File: config.mk
export PLATFORM = sky130hd
export DESIGN_NAME = prpu_queue
export DESIGN_NICKNAME = d
export VERILOG_FILES = /design/src/sv/prpu_pkg.sv /design/src/sv/prpu_queue.sv
export SDC_FILE = /design/constraint.sdc
export NUM_CORES = 1
export LEC_CHECK = 0
export ABC_AREA = 1
export BUFFER_PORTS_ARGS = -buffer_cell sky130_fd_sc_hd__buf_4
export CAP_MARGIN = 0
export CORE_MARGIN = 2
export CORE_UTILIZATION = 26
export DETAILED_ROUTE_END_ITERATION = 7
export PLACE_DENSITY = 0.38
export SLEW_MARGIN = 20
export SYNTH_ARGS = -nofsm -noshare
export SYNTH_HDL_FRONTEND = slang
export SYNTH_SLANG_ARGS = --single-unit
File: constraint.sdc
create_clock -name i_clk -period 3.1 [get_ports i_clk]
set_input_delay 0.465 -clock i_clk [delete_from_list [all_inputs] [get_ports i_clk]]
set_output_delay 0.465 -clock i_clk [all_outputs]
set_load 0.05 [all_outputs]
File: src/sv/prpu_pkg.sv
// Package with the shared types, codes and constants of the point rotate and project unit.
`timescale 1ns / 1ps
`default_nettype none
package prpu_pkg;

    localparam int ANGLE_BITS = 16;
    localparam int CFG_IDX_W = 2;
    localparam int CFG_DATA_W = 15;
    localparam int DIV_Q_BITS = 25;
    localparam int FIRST_DIV = 3;
    localparam int NSTAGE = FIRST_DIV + DIV_Q_BITS + 1;
    localparam int QDEPTH = 4;
    localparam int QPTR_W = $clog2(QDEPTH);

    localparam logic [14:0] FOCAL_RESET = 15'd20480;
    localparam logic [9:0] SCALE_RESET = 10'd100;
    localparam logic [10:0] CX_RESET = 11'd400;
    localparam logic [10:0] CY_RESET = 11'd300;

    localparam logic signed [26:0] OUT_MAX = 27'sd8388607;
    localparam logic signed [26:0] OUT_MIN = -27'sd8388608;

    typedef enum logic [1:0] {
        FN_ROT_Y = 2'd0,
        FN_ROT_X = 2'd1,
        FN_PROJ = 2'd2,
        FN_PASS = 2'd3
    } t_func;

    typedef enum logic [1:0] {
        ST_OK = 2'd0,
        ST_SAT = 2'd1,
        ST_DEPTH = 2'd2
    } t_status;

    typedef enum logic [CFG_IDX_W-1:0] {
        REG_FOCAL = 2'd0,
        REG_SCALE = 2'd1,
        REG_CX = 2'd2,
        REG_CY = 2'd3
    } t_reg_idx;

    typedef struct packed {
        logic [24:0] k;
        logic [10:0] cx;
        logic [10:0] cy;
    } t_cfg;

    typedef struct packed {
        t_func func;
        logic signed [15:0] px;
        logic signed [15:0] py;
        logic signed [15:0] pz;
        logic [1:0] quad;
        logic [15:0] t;
        logic signed [16:0] d;
    } t_item;

    typedef struct packed {
        t_func func;
        logic bad;
        logic signed [15:0] px;
        logic signed [15:0] py;
        logic signed [15:0] pz;
        logic [16:0] us;
        logic [16:0] uc;
        logic sneg;
        logic cneg;
        logic [16:0] u2s;
        logic [16:0] u2c;
        logic [15:0] i2s;
        logic [15:0] i2c;
        logic [16:0] pls;
        logic [16:0] plc;
        logic signed [15:0] sn;
        logic signed [15:0] cs;
        logic signed [31:0] m0;
        logic signed [31:0] m1;
        logic signed [31:0] m2;
        logic signed [31:0] m3;
        logic signed [23:0] ra;
        logic signed [23:0] rz;
        logic signed [40:0] prx;
        logic signed [40:0] pry;
        logic negx;
        logic negy;
        logic [42:0] nx;
        logic [42:0] ny;
        logic [16:0] dd;
        logic [16:0] remx;
        logic [16:0] remy;
        logic [24:0] qx;
        logic [24:0] qy;
        logic ovx;
        logic ovy;
        logic signed [23:0] ox;
        logic signed [23:0] oy;
        logic signed [23:0] oz;
        t_status st;
    } t_work;

endpackage
`default_nettype wire

File: src/sv/prpu_queue.sv
// Short queue between the front stage and the arithmetic pipeline.
`timescale 1ns / 1ps
`default_nettype none
module prpu_queue (
    input wire logic i_clk,
    input wire logic i_rst_n,
    input wire logic i_push,
    input prpu_pkg::t_item i_item,
    output logic o_full,
    input wire logic i_pop,
    output logic o_valid,
    output prpu_pkg::t_item o_item
);
    import prpu_pkg::*;

    t_item r_mem [QDEPTH];
    logic [QPTR_W-1:0] r_wr;
    logic [QPTR_W-1:0] r_rd;
    logic [QPTR_W:0] r_cnt;
    logic do_pop;

    assign o_full = (r_cnt == (QPTR_W+1)'(QDEPTH));
    assign o_valid = (r_cnt != '0);
    assign do_pop = i_pop && o_valid;
    assign o_item = r_mem[r_rd];

    always_ff @(posedge i_clk) begin
        if (i_push) begin
            r_mem[r_wr] <= i_item;
        end
    end

    always_ff @(posedge i_clk) begin
        if (!i_rst_n) begin
            r_wr <= '0;
            r_rd <= '0;
            r_cnt <= '0;
        end else begin
            if (i_push) begin
                r_wr <= r_wr + 1'b1;
            end
            if (do_pop) begin
                r_rd <= r_rd + 1'b1;
            end
            r_cnt <= r_cnt + (QPTR_W+1)'(i_push) - (QPTR_W+1)'(do_pop);
        end
    end
endmodule
`default_nettype wire

==> impl_metrics.json <==
{
  "drt_iter0_drc": 470,
  "yosys.area.top_type_share_pct": 78.4,
  "portBuffers": 175,
  "synth.yosys.seq_area_share_pct": 79.8,
  "grt_first_pass_wirelength_microns": 51800,
  "drv_slew": 0,
  "cts-root-buf": "clkbuf_16",
  "clock_latency_ps": 550,
  "ff2ff_setup_slack_ps": 1180,
  "place_congestion": 0.681,
  "rsz0062_at_grt": "no",
  "clock_sinks": 349,
  "area_growth_pct": 25.7,
  "num-fill-cells": 4912,
  "worstMarginPinSlew_ps": 570,
  "drtPass1Iterations": 4,
  "ir_drop_v": 0.000380,
  "timing_worst_setup_path_type": "register to primary output",
  "synth_area_sq_mm": 0.0130,
  "ioPinCount": 176,
  "fp.dieW_microns": 228,
  "num_vias": 7819,
  "drc_errors": 0,
  "avgSynthCellArea_sq_um": 14.7,
  "tritoncts": "built",
  "drt-total-wl_microns": 34700,
  "clkTransAtPathRegs_ps": 60,
  "cts_inserted_buffers": 42,
  "critPathRequiredTime_ps": 2630,
  "slew_headroom_pct": 62.0,
  "core_sq_mm": 0.0498,
  "synth_cell_types": 20,
  "synthTopCellsByArea": "edfxtp_1 (78%), o21ai_0 (5.7%), nor2_1 (5.1%)",
  "final_hold_viol_count": 0,
  "cts_hold_buf": 0,
  "layoutNonFillerInstCount": 1769,
  "ys_warn_count": 0,
  "die_h_microns": 228,
  "grt_usage_pct": 13.2,
  "synth_fp_nets": 979,
  "max_clock_freq_mhz": 356,
  "cellLeakagePower_nw": 5.65,
  "fin_skew_ps": 11.8,
  "grt_pass1_vias": 7795,
  "antenna_left": 0,
  "cp_max_fo": 51,
  "cts.repair.resized": 0,
  "arrival_ps": 2350,
  "startpoint_type": "register",
  "antenna_cells": 0,
  "ys_ff_latch": 349,
  "timing.final.crit_share_pct": 90.7,
  "setup_viol": 0,
  "cp-end-kind": "primary output",
  "p_per_area_mw_per_mm2": 869,
  "via_per_inst": 4.42,
  "syn_inst": 883,
  "netlist_top_cells_count": "edfxtp_1 (340), nor2_1 (176), o21ai_0 (149)",
  "postCtsSetupBuffers": 0,
  "hpwl_microns": 19600,
  "synth_flop_cell": "edfxtp_1",
  "synth_edf_count": 340,
  "post_dp_cell_area_sq_mm": 0.0151,
  "initial_core_util_pct": 26.2,
  "async_reset_ff_share_pct": 0,
  "cts_buffer_depth": 3,
  "nets": 1164,
  "min_period_ps": 2810,
  "yosys.area.top_type": "edfxtp_1",
  "drive_gt1_share_pct": 23.4,
  "wl_per_cell_microns": 19.6,
  "status": "finished, final reports clean",
  "htree_levels": 2,
  "whs_ps": 111,
  "place_inst": 1696,
  "hold_class": "primary input to register",
  "postLayoutCellArea_sq_mm": 0.0164,
  "drv_cap": 0,
  "finalSetupTns_ps": 0,
  "final_core_util_pct": 32.9,
  "antenna_found_initial": 1,
  "die_area_sq_mm": 0.0519,
  "gr-total-overflow": 0,
  "grt_max_degree": 86,
  "synth_most_common_cell": "edfxtp_1",
  "fp-row-count": 82
}
[worst max-delay path, stage by stage, from the launching register on]
cell and delay [ps]:
dfxtp_4 450, inv_6 390, buf_12 310, nor2_1 70
o22ai_1 290, buf_4 260
[final cells by class]
class,count,area [sq um],share of cell area [%]
Sequential cell,349,10400,63.5
Timing Repair Buffer,196,1570,9.60
Tap cell,672,841,5.14
Clock buffer,56,1120,6.87
Multi-Input combinational cell,462,2240,13.7
Clock inverter,17,109,0.665
Inverter,17,78.8,0.482
[worst paths after layout]
| path | from | cells after the start | end |
|---|---|---|---|
| worst max-delay path | register | 5 | o_item[67] |
| worst min-delay path | i_item[78] | 1 | r_mem[1][78] |
| worst max register to register | r_wr[0] | 5 | r_mem[2][43] |
| worst min register to register | r_rd[0] | 2 | r_rd[0] |
[cells in the final DEF (no fill, tap or decap), drive strengths merged]
master / instances
edfxtp: 340
buf: 196
nor2: 176
o21ai: 172
o22ai: 85
clkbuf: 56
inv: 18
clkinv: 15
nand2: 14
dfxtp: 9
ha: 6
a21oi: 5
nand3: 2
a21boi: 1
fa: 1
bufinv: 1
[per-stage QoR]
| step | power (mW) | worst slack [ps] |
|---|---|---|
| 3_3_place_gp | 9.94 | 761 |
| 6_report | 14.2 | 288 |
| 4_1_cts | 14.5 | 156 |
| 5_1_grt | 14.9 | 104 |
| 2_1_floorplan | 8.49 | 428 |
| 3_5_place_dp | 9.93 | 768 |
[per-layer routing]
| metal | wire, microns | part of all wire [%] | GRT usage (%) |
|---|---|---|---|
| met5 | 18 | 0.052 | 0 |
| met4 | 796 | 2.3 | 4.48 |
| met3 | 1800 | 5.2 | 3.41 |
| met2 | 16100 | 46 | 20.9 |
| met1 | 16000 | 46 | 17.7 |
[state kept, by name, indices dropped and copies added (netlist names), named ones only]
name / cells
r_wr: 2
r_rd: 2
r_mem: 340
r_cnt: 3
[power breakdown]
group	switching, mW	internal [mW]	total [mW]
logic	3.09	1.12	4.21
registers	0.112	5.42	5.53
clock network	1.87	2.62	4.49
total	5.07	9.15	14.2
[cell families (layout without fill, tap and decap cells)]
kind of cell | after synthesis | in the layout | synth area share, %
flip-flops | 349 | 349 | 79.8
adder cells (fa/ha/maj) | 7 | 7 | 0.730
buffers and inverters | 72 | 286 | 2.99
AND/OR/NAND/NOR | 192 | 192 | 5.55
AO/OA/AOI/OAI | 263 | 263 | 10.9
Power figures use the tool's default switching activity.
