==> src/sv/prpu_pkg.sv <==
// Package with the shared types, codes and constants of the point rotate and project unit.
`timescale 1ns / 1ps
`default_nettype none
package prpu_pkg;

    localparam int ANGLE_BITS = 16;
    localparam int CFG_IDX_W = 2;
    localparam int CFG_DATA_W = 15;
    localparam int DIV_Q_BITS = 25;
    localparam int FIRST_DIV = 3;
    localparam int NSTAGE = FIRST_DIV + DIV_Q_BITS + 1;
    localparam int QDEPTH = 4;
    localparam int QPTR_W = $clog2(QDEPTH);

    localparam logic [14:0] FOCAL_RESET = 15'd20480;
    localparam logic [9:0] SCALE_RESET = 10'd100;
    localparam logic [10:0] CX_RESET = 11'd400;
    localparam logic [10:0] CY_RESET = 11'd300;

    localparam logic signed [26:0] OUT_MAX = 27'sd8388607;
    localparam logic signed [26:0] OUT_MIN = -27'sd8388608;

    typedef enum logic [1:0] {
        FN_ROT_Y = 2'd0,
        FN_ROT_X = 2'd1,
        FN_PROJ = 2'd2,
        FN_PASS = 2'd3
    } t_func;

    typedef enum logic [1:0] {
        ST_OK = 2'd0,
        ST_SAT = 2'd1,
        ST_DEPTH = 2'd2
    } t_status;

    typedef enum logic [CFG_IDX_W-1:0] {
        REG_FOCAL = 2'd0,
        REG_SCALE = 2'd1,
        REG_CX = 2'd2,
        REG_CY = 2'd3
    } t_reg_idx;

    typedef struct packed {
        logic [24:0] k;
        logic [10:0] cx;
        logic [10:0] cy;
    } t_cfg;

    typedef struct packed {
        t_func func;
        logic signed [15:0] px;
        logic signed [15:0] py;
        logic signed [15:0] pz;
        logic [1:0] quad;
        logic [15:0] t;
        logic signed [16:0] d;
    } t_item;

    typedef struct packed {
        t_func func;
        logic bad;
        logic signed [15:0] px;
        logic signed [15:0] py;
        logic signed [15:0] pz;
        logic [16:0] us;
        logic [16:0] uc;
        logic sneg;
        logic cneg;
        logic [16:0] u2s;
        logic [16:0] u2c;
        logic [15:0] i2s;
        logic [15:0] i2c;
        logic [16:0] pls;
        logic [16:0] plc;
        logic signed [15:0] sn;
        logic signed [15:0] cs;
        logic signed [31:0] m0;
        logic signed [31:0] m1;
        logic signed [31:0] m2;
        logic signed [31:0] m3;
        logic signed [23:0] ra;
        logic signed [23:0] rz;
        logic signed [40:0] prx;
        logic signed [40:0] pry;
        logic negx;
        logic negy;
        logic [42:0] nx;
        logic [42:0] ny;
        logic [16:0] dd;
        logic [16:0] remx;
        logic [16:0] remy;
        logic [24:0] qx;
        logic [24:0] qy;
        logic ovx;
        logic ovy;
        logic signed [23:0] ox;
        logic signed [23:0] oy;
        logic signed [23:0] oz;
        t_status st;
    } t_work;

endpackage
`default_nettype wire

==> src/sv/prpu_in_if.sv <==
// Request channel interface carrying one input point.
`timescale 1ns / 1ps
`default_nettype none
interface prpu_in_if;
    logic valid;
    logic ready;
    logic [1:0] func;
    logic signed [15:0] point_x;
    logic signed [15:0] point_y;
    logic signed [15:0] point_z;
    logic [15:0] angle;

    modport source (output valid, func, point_x, point_y, point_z, angle, input ready);
    modport sink (input valid, func, point_x, point_y, point_z, angle, output ready);
endinterface
`default_nettype wire

==> src/sv/prpu_front.sv <==
// Front stage: configuration registers, request intake and classification.
`timescale 1ns / 1ps
`default_nettype none
module prpu_front (
    input wire logic i_clk,
    input wire logic i_rst_n,
    prpu_in_if.sink i_in,
    input wire logic i_cfg_we,
    input wire logic [prpu_pkg::CFG_IDX_W-1:0] i_cfg_idx,
    input wire logic [prpu_pkg::CFG_DATA_W-1:0] i_cfg_data,
    input wire logic i_q_full,
    output prpu_pkg::t_item o_item,
    output logic o_push,
    output prpu_pkg::t_cfg o_cfg
);
    import prpu_pkg::*;

    logic [14:0] r_focal;
    logic [9:0] r_scale;
    logic [10:0] r_cx;
    logic [10:0] r_cy;
    logic [24:0] r_k;
    logic r_valid;
    t_item r_item;
    t_item n_item;
    logic [15+ANGLE_BITS:0] phase_w;
    logic [ANGLE_BITS-1:0] phase;
    logic [ANGLE_BITS+15:0] frac_w;

    always_ff @(posedge i_clk) begin
        if (!i_rst_n) begin
            r_focal <= FOCAL_RESET;
            r_scale <= SCALE_RESET;
            r_cx <= CX_RESET;
            r_cy <= CY_RESET;
        end else if (i_cfg_we) begin
            case (t_reg_idx'(i_cfg_idx))
                REG_FOCAL: r_focal <= i_cfg_data;
                REG_SCALE: r_scale <= i_cfg_data[9:0];
                REG_CX: r_cx <= i_cfg_data[10:0];
                REG_CY: r_cy <= i_cfg_data[10:0];
                default: r_cy <= r_cy;
            endcase
        end
    end

    always_ff @(posedge i_clk) begin
        r_k <= 25'(r_focal) * 25'(r_scale);
    end

    assign i_in.ready = !r_valid || !i_q_full;

    always_comb begin
        phase_w = {i_in.angle, {ANGLE_BITS{1'b0}}};
        phase = phase_w[15+ANGLE_BITS:16];
        frac_w = {phase[ANGLE_BITS-3:0], 18'b0};
        n_item.func = t_func'(i_in.func);
        n_item.px = i_in.point_x;
        n_item.py = i_in.point_y;
        n_item.pz = i_in.point_z;
        n_item.quad = phase[ANGLE_BITS-1:ANGLE_BITS-2];
        n_item.t = 16'(frac_w >> ANGLE_BITS);
        n_item.d = $signed({2'b0, r_focal}) + 17'(i_in.point_z);
    end

    always_ff @(posedge i_clk) begin
        if (!i_rst_n) begin
            r_valid <= 1'b0;
        end else if (i_in.ready) begin
            r_valid <= i_in.valid;
        end
    end

    always_ff @(posedge i_clk) begin
        if (i_in.ready) begin
            r_item <= n_item;
        end
    end

    assign o_item = r_item;
    assign o_push = r_valid && !i_q_full;
    assign o_cfg = '{k: r_k, cx: r_cx, cy: r_cy};
endmodule
`default_nettype wire

==> src/flat_wrapper.sv <==
// flat-port wrapper written by rule: the top's interface ports become plain ports
module prpu_front_flat import prpu_pkg::*;
  (i_clk, i_rst_n, i_cfg_we, i_cfg_idx, i_cfg_data, i_q_full, o_item, o_push, o_cfg, i_in_valid, i_in_func, i_in_point_x, i_in_point_y, i_in_point_z, i_in_angle, i_in_ready);
  prpu_in_if i_in_i ();
  input wire logic i_clk;
  input wire logic i_rst_n;
  input wire logic i_cfg_we;
  input wire logic [prpu_pkg::CFG_IDX_W-1:0] i_cfg_idx;
  input wire logic [prpu_pkg::CFG_DATA_W-1:0] i_cfg_data;
  input wire logic i_q_full;
  output prpu_pkg::t_item o_item;
  output logic o_push;
  output prpu_pkg::t_cfg o_cfg;
  input wire logic [$bits(i_in_i.valid)-1:0] i_in_valid;
  input wire logic [$bits(i_in_i.func)-1:0] i_in_func;
  input wire logic [$bits(i_in_i.point_x)-1:0] i_in_point_x;
  input wire logic [$bits(i_in_i.point_y)-1:0] i_in_point_y;
  input wire logic [$bits(i_in_i.point_z)-1:0] i_in_point_z;
  input wire logic [$bits(i_in_i.angle)-1:0] i_in_angle;
  output wire logic [$bits(i_in_i.ready)-1:0] i_in_ready;
  assign i_in_i.valid = i_in_valid;
  assign i_in_i.func = i_in_func;
  assign i_in_i.point_x = i_in_point_x;
  assign i_in_i.point_y = i_in_point_y;
  assign i_in_i.point_z = i_in_point_z;
  assign i_in_i.angle = i_in_angle;
  assign i_in_ready = i_in_i.ready;
  prpu_front u_core (.i_clk(i_clk), .i_rst_n(i_rst_n), .i_in(i_in_i), .i_cfg_we(i_cfg_we), .i_cfg_idx(i_cfg_idx), .i_cfg_data(i_cfg_data), .i_q_full(i_q_full), .o_item(o_item), .o_push(o_push), .o_cfg(o_cfg));
endmodule
==> config.mk <==
export PLATFORM = sky130hd
export DESIGN_NAME = prpu_front_flat
export DESIGN_NICKNAME = d
export VERILOG_FILES = /design/src/sv/prpu_pkg.sv /design/src/sv/prpu_in_if.sv /design/src/sv/prpu_front.sv /design/src/flat_wrapper.sv
export SDC_FILE = /design/constraint.sdc
export NUM_CORES = 1
export LEC_CHECK = 0
export BUFFER_PORTS_ARGS = -buffer_cell sky130_fd_sc_hd__buf_4
export CORE_ASPECT_RATIO = 1.5
export CORE_UTILIZATION = 50
export CTS_BUF_LIST = sky130_fd_sc_hd__clkbuf_8
export DETAILED_ROUTE_END_ITERATION = 8
export MAX_ROUTING_LAYER = met4
export PLACE_DENSITY_LB_ADDON = 0.15
export SLEW_MARGIN = 20
export SYNTH_ARGS = -nofsm -noshare
export SYNTH_HDL_FRONTEND = slang
export SYNTH_SLANG_ARGS = --single-unit
==> constraint.sdc <==
create_clock -name i_clk -period 5 [get_ports i_clk]
set_input_delay 1 -clock i_clk [delete_from_list [all_inputs] [get_ports i_clk]]
set_output_delay 1 -clock i_clk [all_outputs]
set_load 0.01 [all_outputs]
==> summary.txt <==
STA
  • Unrepaired setup endpoints after global routing: yes
  • Final Hold Viols: 0
  • Slew headroom: 0.290
  • Setup tns final: 0 ps
  • Layout Skew: 17.1 ps
  • Worst slew pin tran: 1060 ps
  • Post-route minimum period: 4880 ps
  • Final setup margin: 116 ps
  • Setup violations, final: 0
  • Final Slew Violations: 0
  • Final cycle utilization of the critical path: 0.977
  • Maximum clock frequency: 0.205 GHz

Detailed routing
  • DRC viols: 0
  • Final wirelength: 26,400 µm
  • Routed len/inst: 17.2 µm
  • Via count: 7,956
  • First DRT Iteration DRCs: 332
  • DR pass1 iterations: 5
  • Vias per cell: 5.19
  • Antenna-violating nets left: 0

Critical path
  • Critical path origin: u_core.r_focal[6]
  • CP Max Fanout: 11
  • Data required, critical path: 5380 ps
  • Setup crit start kind: flop
  • Crit-path max cell delay: 590 ps
  • Worst Setup End Kind: flop
  • Master of the slowest instance on the critical path: fa_1
  • RR Startpoint: u_core.r_focal[6]
  • Flop-to-flop setup slack: 120 ps
  • R2R Path End: u_core.r_k[24]
  • CP most frequent cell: fa_1
  • Critical Path Stages: 15
  • Critical Path AT: 5260 ps
  • Crit path to: u_core.r_k[24]
  • Worst Reg-to-Reg Cells: 15
  • Critical path buffer and inverter count: 3
  • WS Path Type: flop to flop
  • Critical-path cell list: buf_4 > and2_1 > fa_1 > fa_1 > fa_1 > fa_1 > inv_1 > fa_1 > inv_1 > ha_1 > a21oi_1 > o22a_1 > nand2_2 > a221oi_2 > xnor2_1
  • Top delay family on crit path: adder cells

GRT
  • Global-route wire length before repair: 41,700 µm
  • Initial antenna violation count: 0
  • Total gr overflow: 0
  • Gr usage total: 0.266
  • Largest net degree at the start of global routing: 72
  • Vias in the first global route: 8,022

Layout
  • Most frequent cells in the layout: buf_4, nand2_1, inv_1
  • Diode count: 0
  • Final net count: 1,522
  • Area Overhead vs Synth: 28.7%
  • Most common cell after layout, fill and taps aside: buf_4
  • Share of cells above drive strength 1: 0.288

Clock network
  • Clk slew on worst S/H paths: 90 ps
  • CTS buffer count: 17
  • Clk_lat worst skew: 480 ps
  • CTS max path bufs: 2
  • CTS tree: done
  • Sink Count: 156
  • Number of H-tree levels: 4
  • CTS root buffer: clkbuf_8

Logic synthesis
  • Distinct cells, synth: 50
  • Post-synthesis instance total: 993
  • Area leader, netlist: edfxtp_1
  • Top FF cell, synth: edfxtp_1
  • Area share of and/or/nand/nor cells after synthesis: 0.148
  • Post-synthesis mux area share: 0
  • Register area share after synthesis: 0.381
  • Largest family of logic cells by synthesized area: adder cells
  • Yosys warns: 0
  • Synth top area share: 0.240
  • FF+latch count, synth: 156
  • Fraction of registers with async set/reset: 0
  • Post-synthesis compound-gate area fraction: 0.0972
  • Synth Area in Adders: 0.289
  • XOR/XNOR share of the synthesized area: 0.0262
  • Synth top area cells: edfxtp_1, fa_1, dfxtp_1
  • Syn avg cell area: 10.4 µm²
  • EDFF count, synth: 83
  • Post-Synthesis Cell Area: 10,400 µm²

Place
  • Detailed placer's ending HPWL: 21,000 µm
  • GP Congestion: 0.930
  • Dpl ws: -74.2 ps
  • IO buf count: 219

Status
  • Outcome: complete, no violations

Pwr
  • Clock group share of total power: 0.306
  • Worst vdd ir: 0.140 mV
  • Power per cell area: 242 nW/µm²
  • Total Power: 0.00323 W
  • Cell internal pwr: 0.00231 W
  • NetSw: 0.000921 W
  • Combinational Power Share: 0.229
  • Seq pwr share: 0.466
  • Net Sw Frac: 0.285
  • Pleak: 6.53 nW

Floorplanning
  • Die width: 120 µm
  • Core Box Area: 20,300 µm²
  • I/O pin total: 222
  • Area of the die: 21,300 µm²
  • Initial Util: 0.510
  • Cell row count: 64
  • Chip Height: 178 µm

Min path
  • Worst Hold Launch: u_core.r_cx[2]
  • Worst hold path type: flop to flop

Job
  • Max cap viols: 0
[sequential cells by signal, summed over array words and instances, names as in the netlist]
name and flops:
u_core.r_focal 15, u_core.o_item 83, u_core.r_cx 11, u_core.r_cy 11
u_core.r_k 25, u_core.r_valid 1, u_core.r_scale 10
[worst min path at each step]
| stage | end | depth (start not counted) |
|---|---|---|
| finish | u_core.r_cx[2] | 2 |
| global route | u_core.r_cx[0] | 2 |
| CTS | u_core.r_cx[2] | 2 |
| global placement | u_core.r_cy[7] | 2 |
| detailed placement | u_core.r_cx[2] | 2 |
| floorplan | u_core.r_focal[10] | 2 |
[worst min-delay path, delay by kind of cell, from the launching register on]
family	cells	cell delay [ps]
DFF	1	310
AOI/OAI and AO/OA	1	60
and+or+nand+nor	1	50
[synthesized netlist by cell type, types with 3 or more instances]
| library cell | instances |
|---|---|
| a21oi_1 | 33 |
| o21a_1 | 8 |
| and2_1 | 81 |
| nand2_1 | 177 |
| dfxtp_1 | 73 |
| nand3_1 | 23 |
| xor2_1 | 12 |
| xnor2_1 | 19 |
| o21ai_0 | 12 |
| inv_1 | 113 |
| ha_1 | 75 |
| nand4_1 | 3 |
| a211o_1 | 4 |
| edfxtp_1 | 83 |
| a221oi_1 | 3 |
| and3_1 | 5 |
| a21o_1 | 17 |
| a211oi_1 | 5 |
| fa_1 | 103 |
| o21bai_1 | 5 |
| or2_2 | 5 |
| nor3_1 | 5 |
| clkbuf_1 | 42 |
| nor2b_1 | 6 |
| a21boi_0 | 36 |
| nor2_1 | 15 |
[cell type report]
cell class | instances | area (µm²)
clock buffers | 17 | 234
clock inverters | 15 | 169
multi-input cells | 681 | 6010
fillers | 1686 | 6990
repair buffers | 287 | 2210
inverters | 113 | 424
well taps | 264 | 330
flip-flops and latches | 156 | 3970
[stage by stage]
step | cells | hold slack [ps] | area [µm²] | util
after floorplan | 994 | 459 | 10400 | -
after global placement | 1496 | 451 | 12700 | 0.624
after detailed placement | 1496 | 458 | 12700 | 0.624
after CTS | 1528 | 470 | 13100 | 0.645
after global routing | 1533 | 493 | 13400 | 0.656
final | 1533 | 465 | 13400 | 0.656
[layer usage]
metal | share of wire | up-vias | track usage
met5 | 0 | - | -
met4 | 0.029 | 0 | 0.108
li1 | - | 3776 | -
met2 | 0.55 | 237 | 0.491
met3 | 0.050 | 53 | 0.0521
met1 | 0.37 | 3890 | 0.274
[timing repair]
item,4_1_cts,5_1_grt
resized for setup,10,45
endpoints found under the setup margin,11,13
setup buffers,0,5
hold buffers,0,0
pin swaps,1,13
[power groups by stage]
stage,Clock (W),Combinational (W),Sequential (W)
6_report,0.000989,0.000739,0.00151
5_1_grt,0.00106,0.000815,0.00152
4_1_cts,0.00101,0.000728,0.00151
3_5_place_dp,0,0.000720,0.00154
3_3_place_gp,0,0.000710,0.00153
2_1_floorplan,0,0.000319,0.00158
[cells by family (layout without fill, tap and decap cells)]
| family | Yosys count | in the layout |
|---|---|---|
| compound gates | 143 | 143 |
| xor+xnor | 31 | 31 |
| fa+ha+maj | 178 | 178 |
| buf+inv | 157 | 432 |
| flops | 156 | 156 |
| other cells | 1 | 2 |
| simple gates | 327 | 327 |
No activity file was read; power rests on OpenSTA's default activity.
